==> config.mk <==
export PLATFORM = sky130hd
export DESIGN_NAME = gru_cell_gate_update_top
export DESIGN_NICKNAME = d
export VERILOG_FILES = /design/src/design/gcgu_pkg.sv /design/src/design/gru_cell_gate_update_top.sv /design/src/design/gcgu_sig_pos.sv
export VERILOG_INCLUDE_DIRS = /design/src /design/src/design
export SDC_FILE = /design/constraint.sdc
export NUM_CORES = 2
export LEC_CHECK = 0
export BUFFER_PORTS_ARGS = -buffer_cell sky130_fd_sc_hd__buf_2
export CORE_ASPECT_RATIO = 0.6
export CORE_UTILIZATION = 30
export CTS_CLUSTER_SIZE = 28
export DETAILED_ROUTE_END_ITERATION = 10
export HOLD_SLACK_MARGIN = 0.05
export PLACE_DENSITY = 0.41
export SLEW_MARGIN = 20
export SYNTH_ARGS = -nofsm -noshare
export SYNTH_HDL_FRONTEND = slang
export SYNTH_SLANG_ARGS = --single-unit
==> constraint.sdc <==
create_clock -name clk -period 9.7 [get_ports clk]
set_clock_uncertainty 0.15 [all_clocks]
set_input_delay 0.485 -clock clk [delete_from_list [all_inputs] [get_ports clk]]
set_output_delay 0.485 -clock clk [all_outputs]
set_load 0.01 [all_outputs]
==> src/design/gru_cell_gate_update_top_assert.svh <==
// Assertion macros for the GRU gate update block.
`ifndef GRU_CELL_GATE_UPDATE_TOP_ASSERT_SVH
`define GRU_CELL_GATE_UPDATE_TOP_ASSERT_SVH

// Check that a condition implies a consequence in the same cycle.
`define GCGU_ASSERT_IMPL(name, pre, post, msg) \
  name: assert property (@(posedge clk) disable iff (!rst_n) (pre) |-> (post)) \
    else $error(msg);

// Check that a condition implies a consequence in the next cycle.
`define GCGU_ASSERT_NEXT(name, pre, post, msg) \
  name: assert property (@(posedge clk) disable iff (!rst_n) (pre) |=> (post)) \
    else $error(msg);

`endif

==> src/design/gcgu_pkg.sv <==
// Shared types and number-format constants for the GRU gate update block.
`default_nettype none

package gcgu_pkg;

  // Fixed-point format of every data field
  localparam int DATA_WIDTH = 16;
  localparam int FRAC_BITS  = 12;

  // Gate value in [0, ONE], unsigned
  localparam int SIG_W = FRAC_BITS + 1;
  // Magnitude fed to the piecewise sigmoid: a data magnitude or twice a tanh argument
  localparam int MAG_W = (DATA_WIDTH > FRAC_BITS + 5) ? DATA_WIDTH : FRAC_BITS + 5;

  // Register stages from the input to the output register
  localparam int NUM_STAGES = 8;

  typedef logic signed [DATA_WIDTH-1:0] gcgu_data_t;

  typedef struct packed {
    gcgu_data_t update_pre;
    gcgu_data_t reset_pre;
    gcgu_data_t cand_input_pre;
    gcgu_data_t cand_recur_pre;
    gcgu_data_t prev_hidden;
    logic       step_valid;
  } gcgu_in_t;

  typedef struct packed {
    gcgu_data_t new_hidden;
    gcgu_data_t sequence_out;
  } gcgu_out_t;

endpackage

`default_nettype wire

==> src/design/gru_cell_gate_update_top.sv <==
// Top level of the GRU element-wise gate update, linear-before-reset form.
//
//   channel | dir | handshake             | payload
//   --------+-----+-----------------------+---------------------------------
//   in_     | in  | in_valid / in_stall   | in_data  (gcgu_in_t, one element)
//   out_    | out | out_valid / out_stall | out_data (gcgu_out_t)
//
// Takes one request per cycle and delivers one result per cycle while out_stall
// is low; the datapath has eight register stages (two gate sigmoids, two
// multiply-and-round pairs, the tanh and the saturating sum).
// Synchronous active-low reset empties every stage; payloads are not reset.
// A stall closes bubbles first: a stage moves whenever it is empty or the stage
// after it moves, so in_stall rises only with every stage full and out stalled.
`default_nettype none

module gru_cell_gate_update_top (
  input  logic                clk,
  input  logic                rst_n,
  input  logic                in_valid,
  output logic                in_stall,
  input  gcgu_pkg::gcgu_in_t  in_data,
  output logic                out_valid,
  input  logic                out_stall,
  output gcgu_pkg::gcgu_out_t out_data
);
  import gcgu_pkg::*;

  // Datapath widths
  localparam int PROD1_W = SIG_W + 1 + DATA_WIDTH;
  localparam int Q_W     = DATA_WIDTH + 1;
  localparam int A_W     = DATA_WIDTH + 2;
  localparam int TW      = (A_W > FRAC_BITS + 5) ? A_W : FRAC_BITS + 5;
  localparam int CLP_W   = FRAC_BITS + 4;
  localparam int HT_W    = FRAC_BITS + 2;
  localparam int D_W     = ((DATA_WIDTH > HT_W) ? DATA_WIDTH : HT_W) + 1;
  localparam int PROD2_W = SIG_W + 1 + D_W;
  localparam int SUM_W   = D_W + 1;

  localparam logic [SIG_W-1:0]         SIG_ONE  = SIG_W'(1) << FRAC_BITS;
  localparam logic [PROD1_W-1:0]       HALF1    = PROD1_W'(1) << (FRAC_BITS - 1);
  localparam logic [PROD2_W-1:0]       HALF2    = PROD2_W'(1) << (FRAC_BITS - 1);
  localparam logic [TW-1:0]            TANH_LIM = TW'(8) << FRAC_BITS;
  localparam logic signed [HT_W-1:0]   HT_ONE   = HT_W'(1) << FRAC_BITS;
  localparam logic signed [SUM_W-1:0]  SAT_MAX  = SUM_W'({1'b0, {(DATA_WIDTH-1){1'b1}}});
  localparam logic signed [SUM_W-1:0]  SAT_MIN  = ~SAT_MAX;

  // Magnitude of a signed data value; the most negative value maps to 2^(w-1)
  function automatic logic [DATA_WIDTH-1:0] abs_data(input logic signed [DATA_WIDTH-1:0] x);
    logic [DATA_WIDTH-1:0] ux;
    ux = x;
    return x[DATA_WIDTH-1] ? (~ux + 1'b1) : ux;
  endfunction

  // ---------------------------------------------------------------------------
  // Stage valid bits and flow control
  // ---------------------------------------------------------------------------
  logic [NUM_STAGES-1:0] vld_r, vld_nxt, adv;

  // Advance a stage when it is empty or its successor advances
  always_comb begin
    adv[NUM_STAGES-1] = !vld_r[NUM_STAGES-1] || !out_stall;
    for (int k = NUM_STAGES - 2; k >= 0; k--) begin
      adv[k] = !vld_r[k] || adv[k+1];
    end
    vld_nxt[0] = adv[0] ? in_valid : vld_r[0];
    for (int k = 1; k < NUM_STAGES; k++) begin
      vld_nxt[k] = adv[k] ? vld_r[k-1] : vld_r[k];
    end
  end

  always_ff @(posedge clk) begin
    if (!rst_n) begin
      vld_r <= '0;
    end else begin
      vld_r <= vld_nxt;
    end
  end

  assign in_stall = !adv[0];

  // ---------------------------------------------------------------------------
  // Stage 0: update and reset gate sigmoids
  // ---------------------------------------------------------------------------
  logic [SIG_W-1:0] sig_upd, sig_rst;
  logic [SIG_W-1:0] s0_z_nxt, s0_r_nxt;
  logic [SIG_W-1:0] s0_z_r, s0_r_r;
  gcgu_data_t       s0_cin_r, s0_crec_r, s0_prev_r;
  logic             s0_step_r;

  gcgu_sig_pos u_sig_upd (
    .mag (MAG_W'(abs_data(in_data.update_pre))),
    .sig (sig_upd)
  );

  gcgu_sig_pos u_sig_rst (
    .mag (MAG_W'(abs_data(in_data.reset_pre))),
    .sig (sig_rst)
  );

  // Mirror the curve for negative arguments
  assign s0_z_nxt = in_data.update_pre[DATA_WIDTH-1] ? SIG_ONE - sig_upd : sig_upd;
  assign s0_r_nxt = in_data.reset_pre[DATA_WIDTH-1] ? SIG_ONE - sig_rst : sig_rst;

  always_ff @(posedge clk) begin
    if (adv[0]) begin
      s0_z_r    <= s0_z_nxt;
      s0_r_r    <= s0_r_nxt;
      s0_cin_r  <= in_data.cand_input_pre;
      s0_crec_r <= in_data.cand_recur_pre;
      s0_prev_r <= in_data.prev_hidden;
      s0_step_r <= in_data.step_valid;
    end
  end

  // ---------------------------------------------------------------------------
  // Stage 1: r * recurrent candidate term
  // ---------------------------------------------------------------------------
  logic signed [PROD1_W-1:0] s1_prod_nxt, s1_prod_r;
  logic [SIG_W-1:0]          s1_z_r;
  gcgu_data_t                s1_cin_r, s1_prev_r;
  logic                      s1_step_r;

  assign s1_prod_nxt = PROD1_W'($signed({1'b0, s0_r_r})) * PROD1_W'(s0_crec_r);

  always_ff @(posedge clk) begin
    if (adv[1]) begin
      s1_prod_r <= s1_prod_nxt;
      s1_z_r    <= s0_z_r;
      s1_cin_r  <= s0_cin_r;
      s1_prev_r <= s0_prev_r;
      s1_step_r <= s0_step_r;
    end
  end

  // ---------------------------------------------------------------------------
  // Stage 2: rescale the product, rounding half away from zero
  // ---------------------------------------------------------------------------
  logic [PROD1_W-1:0]    s2_pu, s2_pmag, s2_prnd;
  logic [Q_W-1:0]        s2_qmag;
  logic signed [Q_W-1:0] s2_q_nxt, s2_q_r;
  logic [SIG_W-1:0]      s2_z_r;
  gcgu_data_t            s2_cin_r, s2_prev_r;
  logic                  s2_step_r;

  always_comb begin
    s2_pu    = s1_prod_r;
    s2_pmag  = s1_prod_r[PROD1_W-1] ? (~s2_pu + 1'b1) : s2_pu;
    s2_prnd  = (s2_pmag + HALF1) >> FRAC_BITS;
    s2_qmag  = s2_prnd[Q_W-1:0];
    s2_q_nxt = s1_prod_r[PROD1_W-1] ? (~s2_qmag + 1'b1) : s2_qmag;
  end

  always_ff @(posedge clk) begin
    if (adv[2]) begin
      s2_q_r    <= s2_q_nxt;
      s2_z_r    <= s1_z_r;
      s2_cin_r  <= s1_cin_r;
      s2_prev_r <= s1_prev_r;
      s2_step_r <= s1_step_r;
    end
  end

  // ---------------------------------------------------------------------------
  // Stage 3: tanh argument, split into sign and clamped magnitude
  // ---------------------------------------------------------------------------
  logic signed [A_W-1:0] s3_a;
  logic [A_W-1:0]        s3_au, s3_amag;
  logic [TW-1:0]         s3_amag_w, s3_clamp;
  logic [CLP_W-1:0]      s3_mag_nxt, s3_mag_r;
  logic                  s3_neg_r;
  logic [SIG_W-1:0]      s3_z_r;
  gcgu_data_t            s3_prev_r;
  logic                  s3_step_r;

  always_comb begin
    s3_a       = A_W'(s2_q_r) + A_W'(s2_cin_r);
    s3_au      = s3_a;
    s3_amag    = s3_a[A_W-1] ? (~s3_au + 1'b1) : s3_au;
    s3_amag_w  = TW'(s3_amag);
    s3_clamp   = (s3_amag_w > TANH_LIM) ? TANH_LIM : s3_amag_w;
    s3_mag_nxt = s3_clamp[CLP_W-1:0];
  end

  always_ff @(posedge clk) begin
    if (adv[3]) begin
      s3_mag_r  <= s3_mag_nxt;
      s3_neg_r  <= s3_a[A_W-1];
      s3_z_r    <= s2_z_r;
      s3_prev_r <= s2_prev_r;
      s3_step_r <= s2_step_r;
    end
  end

  // ---------------------------------------------------------------------------
  // Stage 4: tanh(a) = 2 * sigmoid(2|a|) - 1, sign restored
  // ---------------------------------------------------------------------------
  logic [SIG_W-1:0]       sig_tanh, s4_t;
  logic [HT_W-1:0]        s4_tu;
  logic signed [HT_W-1:0] s4_ht_nxt, s4_ht_r;
  logic [SIG_W-1:0]       s4_z_r;
  gcgu_data_t             s4_prev_r;
  logic                   s4_step_r;

  gcgu_sig_pos u_sig_tanh (
    .mag (MAG_W'({s3_mag_r, 1'b0})),
    .sig (sig_tanh)
  );

  always_comb begin
    s4_t      = SIG_W'({sig_tanh, 1'b0} - {1'b0, SIG_ONE});
    s4_tu     = HT_W'(s4_t);
    s4_ht_nxt = s3_neg_r ? (~s4_tu + 1'b1) : s4_tu;
  end

  always_ff @(posedge clk) begin
    if (adv[4]) begin
      s4_ht_r   <= s4_ht_nxt;
      s4_z_r    <= s3_z_r;
      s4_prev_r <= s3_prev_r;
      s4_step_r <= s3_step_r;
    end
  end

  // ---------------------------------------------------------------------------
  // Stage 5: z * (prev - h~)
  // ---------------------------------------------------------------------------
  logic signed [D_W-1:0]     s5_d;
  logic signed [PROD2_W-1:0] s5_prod_nxt, s5_prod_r;
  logic signed [HT_W-1:0]    s5_ht_r;
  gcgu_data_t                s5_prev_r;
  logic                      s5_step_r;

  always_comb begin
    s5_d        = D_W'(s4_prev_r) - D_W'(s4_ht_r);
    s5_prod_nxt = PROD2_W'($signed({1'b0, s4_z_r})) * PROD2_W'(s5_d);
  end

  always_ff @(posedge clk) begin
    if (adv[5]) begin
      s5_prod_r <= s5_prod_nxt;
      s5_ht_r   <= s4_ht_r;
      s5_prev_r <= s4_prev_r;
      s5_step_r <= s4_step_r;
    end
  end

  // ---------------------------------------------------------------------------
  // Stage 6: rescale the second product, rounding half away from zero
  // ---------------------------------------------------------------------------
  logic [PROD2_W-1:0]    s6_pu, s6_pmag, s6_prnd;
  logic [D_W-1:0]        s6_qmag;
  logic signed [D_W-1:0] s6_q_nxt, s6_q_r;
  logic signed [HT_W-1:0] s6_ht_r;
  gcgu_data_t            s6_prev_r;
  logic                  s6_step_r;

  always_comb begin
    s6_pu    = s5_prod_r;
    s6_pmag  = s5_prod_r[PROD2_W-1] ? (~s6_pu + 1'b1) : s6_pu;
    s6_prnd  = (s6_pmag + HALF2) >> FRAC_BITS;
    s6_qmag  = s6_prnd[D_W-1:0];
    s6_q_nxt = s5_prod_r[PROD2_W-1] ? (~s6_qmag + 1'b1) : s6_qmag;
  end

  always_ff @(posedge clk) begin
    if (adv[6]) begin
      s6_q_r    <= s6_q_nxt;
      s6_ht_r   <= s5_ht_r;
      s6_prev_r <= s5_prev_r;
      s6_step_r <= s5_step_r;
    end
  end

  // ---------------------------------------------------------------------------
  // Stage 7: h~ + z*(prev - h~), saturate; hold prev and zero sequence_out past the sequence end
  // ---------------------------------------------------------------------------
  logic signed [SUM_W-1:0] s7_sum;
  gcgu_data_t              s7_sat;
  gcgu_out_t               s7_out_nxt, s7_out_r;
  logic                    s7_step_r;

  always_comb begin
    s7_sum = SUM_W'(s6_q_r) + SUM_W'(s6_ht_r);
    priority if (s7_sum > SAT_MAX) begin
      s7_sat = SAT_MAX[DATA_WIDTH-1:0];
    end else if (s7_sum < SAT_MIN) begin
      s7_sat = SAT_MIN[DATA_WIDTH-1:0];
    end else begin
      s7_sat = s7_sum[DATA_WIDTH-1:0];
    end
    s7_out_nxt.new_hidden   = s6_step_r ? s7_sat : s6_prev_r;
    s7_out_nxt.sequence_out = s6_step_r ? s7_sat : '0;
  end

  always_ff @(posedge clk) begin
    if (adv[7]) begin
      s7_out_r  <= s7_out_nxt;
      s7_step_r <= s6_step_r;
    end
  end

  assign out_valid = vld_r[NUM_STAGES-1];
  assign out_data  = s7_out_r;

  // ---------------------------------------------------------------------------
  // Assertions
  // ---------------------------------------------------------------------------
`include "gru_cell_gate_update_top_assert.svh"

  `GCGU_ASSERT_IMPL(a_stall_when_full, in_stall, (&vld_r) && out_stall, "stall with a free stage")
  `GCGU_ASSERT_NEXT(a_accept_loads, in_valid && !in_stall, vld_r[0], "accepted request not held")
  `GCGU_ASSERT_IMPL(a_tanh_range, vld_r[4], -HT_ONE <= s4_ht_r && s4_ht_r <= HT_ONE, "tanh beyond one")
  `GCGU_ASSERT_IMPL(a_seq_zero, out_valid && !s7_step_r, out_data.sequence_out == '0, "seq out not zero")

endmodule

`default_nettype wire

==> src/design/gcgu_sig_pos.sv <==
// Piecewise-linear sigmoid on a nonnegative fixed-point magnitude.
`default_nettype none

module gcgu_sig_pos (
  input  logic [gcgu_pkg::MAG_W-1:0] mag,
  output logic [gcgu_pkg::SIG_W-1:0] sig
);
  import gcgu_pkg::*;

  // Segment knees on the magnitude axis
  localparam logic [MAG_W-1:0] KNEE_SAT = MAG_W'(5) << FRAC_BITS;
  localparam logic [MAG_W-1:0] KNEE_HI  = MAG_W'(19) << (FRAC_BITS - 3);
  localparam logic [MAG_W-1:0] KNEE_MID = MAG_W'(1) << FRAC_BITS;

  // Segment offsets on the result axis
  localparam logic [SIG_W-1:0] SIG_ONE = SIG_W'(1) << FRAC_BITS;
  localparam logic [SIG_W-1:0] OFF_HI  = SIG_W'(27) << (FRAC_BITS - 5);
  localparam logic [SIG_W-1:0] OFF_MID = SIG_W'(5) << (FRAC_BITS - 3);
  localparam logic [SIG_W-1:0] OFF_LO  = SIG_W'(1) << (FRAC_BITS - 1);

  // Pick the segment; slopes are 1/32, 1/8 and 1/4
  always_comb begin
    priority if (mag >= KNEE_SAT) begin
      sig = SIG_ONE;
    end else if (mag >= KNEE_HI) begin
      sig = SIG_W'(mag >> 5) + OFF_HI;
    end else if (mag >= KNEE_MID) begin
      sig = SIG_W'(mag >> 3) + OFF_MID;
    end else begin
      sig = SIG_W'(mag >> 2) + OFF_LO;
    end
  end

endmodule

`default_nettype wire
==> results.md <==
- The floorplan die area is 0.132 mm2.
- The final period utilization is 0.936.
- The area inside the core boundary is 0.129 mm2.
- The cell type of the slowest stage on the worst timing path is sky130_fd_sc_hd__fa_1.
- The smallest clock period supported by the final layout is computed as 9.08 ns.
- For this run, the slowest stage of the critical path takes 0.53 ns.
- The kind of critical path is flop to flop.
- Setup repair after global routing left no endpoint under its margin.
- The endpoint of the worst-slack reg-to-reg timing path is s5_prod_r[30].
- The top cell type by total area after synthesis is sky130_fd_sc_hd__edfxtp_1.
- For the pin with the worst max-slew slack, the measured transition is 1.09 ns.
- In this run the cell area of the synthesized design comes to 0.0390 mm2.
- The total clock sinks is 451.
- The synthesized-area fraction occupied by ao, oa, aoi and oai cells is 0.0976.
- Measured against its own limit, the worst slew margin works out to 0.266.
- The area share of xor/xnor cells in the synthesized design is 0.0589.
- The count of vias placed by the detailed router is 26,000.
- After detailed routing, the number of remaining DRC violations is 0.
- For hold timing, the worst endpoint is s1_cin_r[8].
- The first routing iteration left 1,599 violations.
- The post-CTS clock slew at the launch and capture registers of the worst setup and hold paths is 0.07 ns.
- The tool flagged a number of max-cap violations equal to 0.
- The count of buffers added by post-CTS timing repair for setup is 0.
- Sorting the synthesized cells by how often they occur yields 538 x sky130_fd_sc_hd__inv_1, 443 x sky130_fd_sc_hd__edfxtp_1, 417 x sky130_fd_sc_hd__fa_1.
- The wire-length estimate of the detail-placed layout is 78,100 um.
- Summed over all layers, the global routing overflow is 0.
- STA puts the critical path data required time at 9.91 ns.
- Timing would allow up to 110 MHz.
- The total track usage is 0.152.
- The H-tree was split into 2 levels.
- The post-synthesis sequential element count is 451.
- The combinational family with the most area after synthesis is adder cells.
- The sequential element share of the synthesized area is 0.345.
- The worst hold path begins at s0_cin_r[8].
- In this run the horizontal extent of the chip is 468 um.
- The layout overhead on the synthesized area is 12.3%.
- Entering global routing, the biggest net connects 63 pins.
- In the synthesized netlist the async set-or-reset flop fraction comes to 0.
- After routing, the total negative slack on setup checks comes to 0 ns.
- The first TritonRoute pass finished after 5 iterations.
- The share of synthesized area in the top cell type comes to 0.341.
- Setup violations remaining at the end of the flow were counted as 0.
- The worst setup path is captured at a flop.
- The most frequent cell after synthesis is sky130_fd_sc_hd__inv_1.
- Along the worst hold path, the cell count comes to 0.
- Setup slack on the worst reg-to-reg path comes out at 0.62 ns.
- The floorplan row count is 102.
- The layout has 13,100 filler cells.
- The type of the most critical hold path is flop to flop.
- In the post-synthesis netlist, the biggest area contributors are sky130_fd_sc_hd__edfxtp_1 34%, sky130_fd_sc_hd__fa_1 21%, sky130_fd_sc_hd__ha_1 7.2%.
- The CTS tree is yes.
- Of the total synthesized cell area, the portion taken by full adders, half adders and majority gates is 0.286.
- The flow ran to the end, and the final reports show no timing, DRC or antenna violations.
- In the final design database the tool counted 4,542 nets.
- The clock root buffer is sky130_fd_sc_hd__clkbuf_16.
- The average cell area after synthesis is 10.6 um2.
- For this configuration, the core starts out at a cell density of 0.303.
- In the synthesized netlist, the number of instances is 3,683.
- In the synthesized netlist the dominant register cell turns out to be sky130_fd_sc_hd__edfxtp_1.
- The top fanout value on the critical path is 8.
- The number of max-slew violations in the final report is 0.
- Among the stages of the critical path, the cell type that occurs most often is sky130_fd_sc_hd__fa_1.
- The simple-gate portion of the synthesized area is 0.138.
- The portion of netlist area occupied by mux cells is 0.00865.
- From bottom edge to top edge, the die measures 281 um.
- In this run the remaining antenna-violating nets after routing total 0.
- After detailed routing, the average wire length per cell comes to 17.6 um.
- The origin of the critical flop-to-flop path is s4_prev_r[1].
- Of the cells placed in the final design, the portion with a size suffix greater than 1 is 0.0782.
- The hold violation total from the final report came to 0.
- The number of cell instances on the worst register-to-register path is 35.
- Using the TritonRoute via totals, the vias-per-cell ratio works out to 4.67.
- The wire length of the first global-routing pass is 157,000 um.
- The via count of the first global-routing pass is 26,200.
- TritonCTS created 48 clock buffers.
- The total of warnings raised by yosys is 0.
- The number of nets handed over by synthesis was 4,411.
- The kind of start point of the critical path is a flop.
- Across all hold checks on the routed design, the worst slack comes to 0.259 ns.
- The number of top-level design ports is 119.
- Wires add up to 97,700 um.
- Routability-driven placement finished with a final weighted congestion of 0.802.
- The repair_antennas step left the layout with diodes totalling 0.
- The netlist uses 95 different library cells.
- The initial antenna violation count is 2.
- The maximum clock path buffer count is 3.
- The synthesized design contains 443 enable-type register cells.
- At the worst endpoint, the arrival time is 9.30 ns.
- The clock latency reported for the late side of the worst-skew pair is 0.61 ns.
- The count of buffers added on input and output ports is 118.
==> flip-flops by register name, indices dropped and copies added (netlist names), 16 cells and up <==
register / flops
out_data: 32
s0_cin_r: 16
s0_crec_r: 16
s0_prev_r: 16
s1_cin_r: 16
s1_prev_r: 16
s1_prod_r: 30
s2_cin_r: 16
s2_prev_r: 16
s2_q_r: 17
s3_mag_r: 16
s3_prev_r: 16
s4_prev_r: 16
s5_prev_r: 16
s5_prod_r: 30
s6_prev_r: 16
s6_q_r: 17
==> area by class of cell <==
class / count / area (um2) / share of cell area
clock buffers: 56 / 1250 / 0.0286
flip-flops and latches: 451 / 13500 / 0.307
inverters: 540 / 2030 / 0.0463
repair buffers: 214 / 1450 / 0.0330
multi-input cells: 2559 / 23100 / 0.527
well taps: 1716 / 2150 / 0.0490
clock inverters: 30 / 388 / 0.00885
==> worst max-delay path by stage <==
stage          cells after the start  slack [ns]         start             to
6_report                          35        0.62  s4_prev_r[1]  s5_prod_r[30]
5_1_grt                           34        0.04    s4_ht_r[2]  s5_prod_r[30]
4_1_cts                           33        0.19  s4_prev_r[1]  s5_prod_r[30]
3_5_place_dp                      33        0.24  s4_prev_r[1]  s5_prod_r[30]
3_3_place_gp                      33        0.44  s4_prev_r[1]  s5_prod_r[30]
2_1_floorplan                     35         1.0    s4_ht_r[1]  s5_prod_r[30]
==> cells by family (layout without fill, tap and decap cells) <==
kind of cell | count (synthesis) | count (layout)
xor+xnor | 261 | 261
fa+ha+maj | 644 | 644
buf+inv | 673 | 840
mux | 33 | 33
compound gates | 566 | 566
flops | 451 | 451
simple gates | 1055 | 1055
==> worst max-delay path: cells and delay by family, from the launching register on <==
| family | cells | cell delay [ns] |
|---|---|---|
| AO/OA/AOI/OAI | 17 | 3.35 |
| AND/OR/NAND/NOR | 2 | 0.43 |
| adder cells (fa/ha/maj) | 8 | 3.47 |
| buffers and inverters | 5 | 0.45 |
| flip-flops | 1 | 0.44 |
| XOR/XNOR | 3 | 0.51 |
==> cell usage in the layout (no fill, tap or decap), types with 8 or more instances in the layout <==
cell	n
sky130_fd_sc_hd__fa_1	417
sky130_fd_sc_hd__a211oi_1	23
sky130_fd_sc_hd__nor4_1	21
sky130_fd_sc_hd__nor3_1	58
sky130_fd_sc_hd__clkbuf_16	49
sky130_fd_sc_hd__buf_2	118
sky130_fd_sc_hd__a31oi_1	36
sky130_fd_sc_hd__or4_1	12
sky130_fd_sc_hd__and4_1	11
sky130_fd_sc_hd__buf_4	42
sky130_fd_sc_hd__clkinv_1	8
sky130_fd_sc_hd__or2_2	11
sky130_fd_sc_hd__dfxtp_1	8
sky130_fd_sc_hd__a21o_1	62
sky130_fd_sc_hd__xor2_1	77
sky130_fd_sc_hd__o211ai_1	18
sky130_fd_sc_hd__nor2_1	134
sky130_fd_sc_hd__o21a_1	37
sky130_fd_sc_hd__o41ai_1	12
sky130_fd_sc_hd__o21ai_0	101
sky130_fd_sc_hd__inv_1	535
sky130_fd_sc_hd__nand3_1	52
sky130_fd_sc_hd__nand2_1	349
sky130_fd_sc_hd__a21boi_0	10
sky130_fd_sc_hd__nor2b_1	30
sky130_fd_sc_hd__o21bai_1	10
sky130_fd_sc_hd__nand2b_1	24
sky130_fd_sc_hd__or3_1	28
sky130_fd_sc_hd__a21oi_1	128
sky130_fd_sc_hd__nand4_1	20
sky130_fd_sc_hd__dlygate4sd3_1	54
sky130_fd_sc_hd__mux2i_1	27
sky130_fd_sc_hd__and2_1	236
sky130_fd_sc_hd__xnor2_1	178
sky130_fd_sc_hd__o31ai_1	23
sky130_fd_sc_hd__and3_1	28
sky130_fd_sc_hd__ha_1	226
sky130_fd_sc_hd__edfxtp_1	443
==> stage by stage <==
stage / std cells / util / setup WS, ns / instance area, um2
final: 5566 / 0.340 / 0.617 / 43800
after global routing: 5566 / 0.340 / 0.0432 / 43800
after CTS: 5566 / 0.340 / 0.189 / 43800
after detailed placement: 5426 / 0.323 / 0.238 / 41600
after global placement: 5426 / 0.323 / 0.440 / 41600
after floorplan: 3683 / - / 0.997 / 39000
==> routing by layer <==
layer  part of all wire  track usage  wire length (um)
met5                  0            0                 0
met2               0.36        0.191             34700
met3              0.040       0.0193              3890
met1               0.59        0.266             57900
met4              0.012       0.0241              1180
==> what timing repair did <==
item	4_1_cts	5_1_grt
endpoints found under the hold margin	57	0
hold buffers	54	0
setup endpoints to repair	0	1
resized for setup	0	4
Power is not shown: default switching activity piles up to over one toggle a cycle in this logic, so the estimate is an artifact.
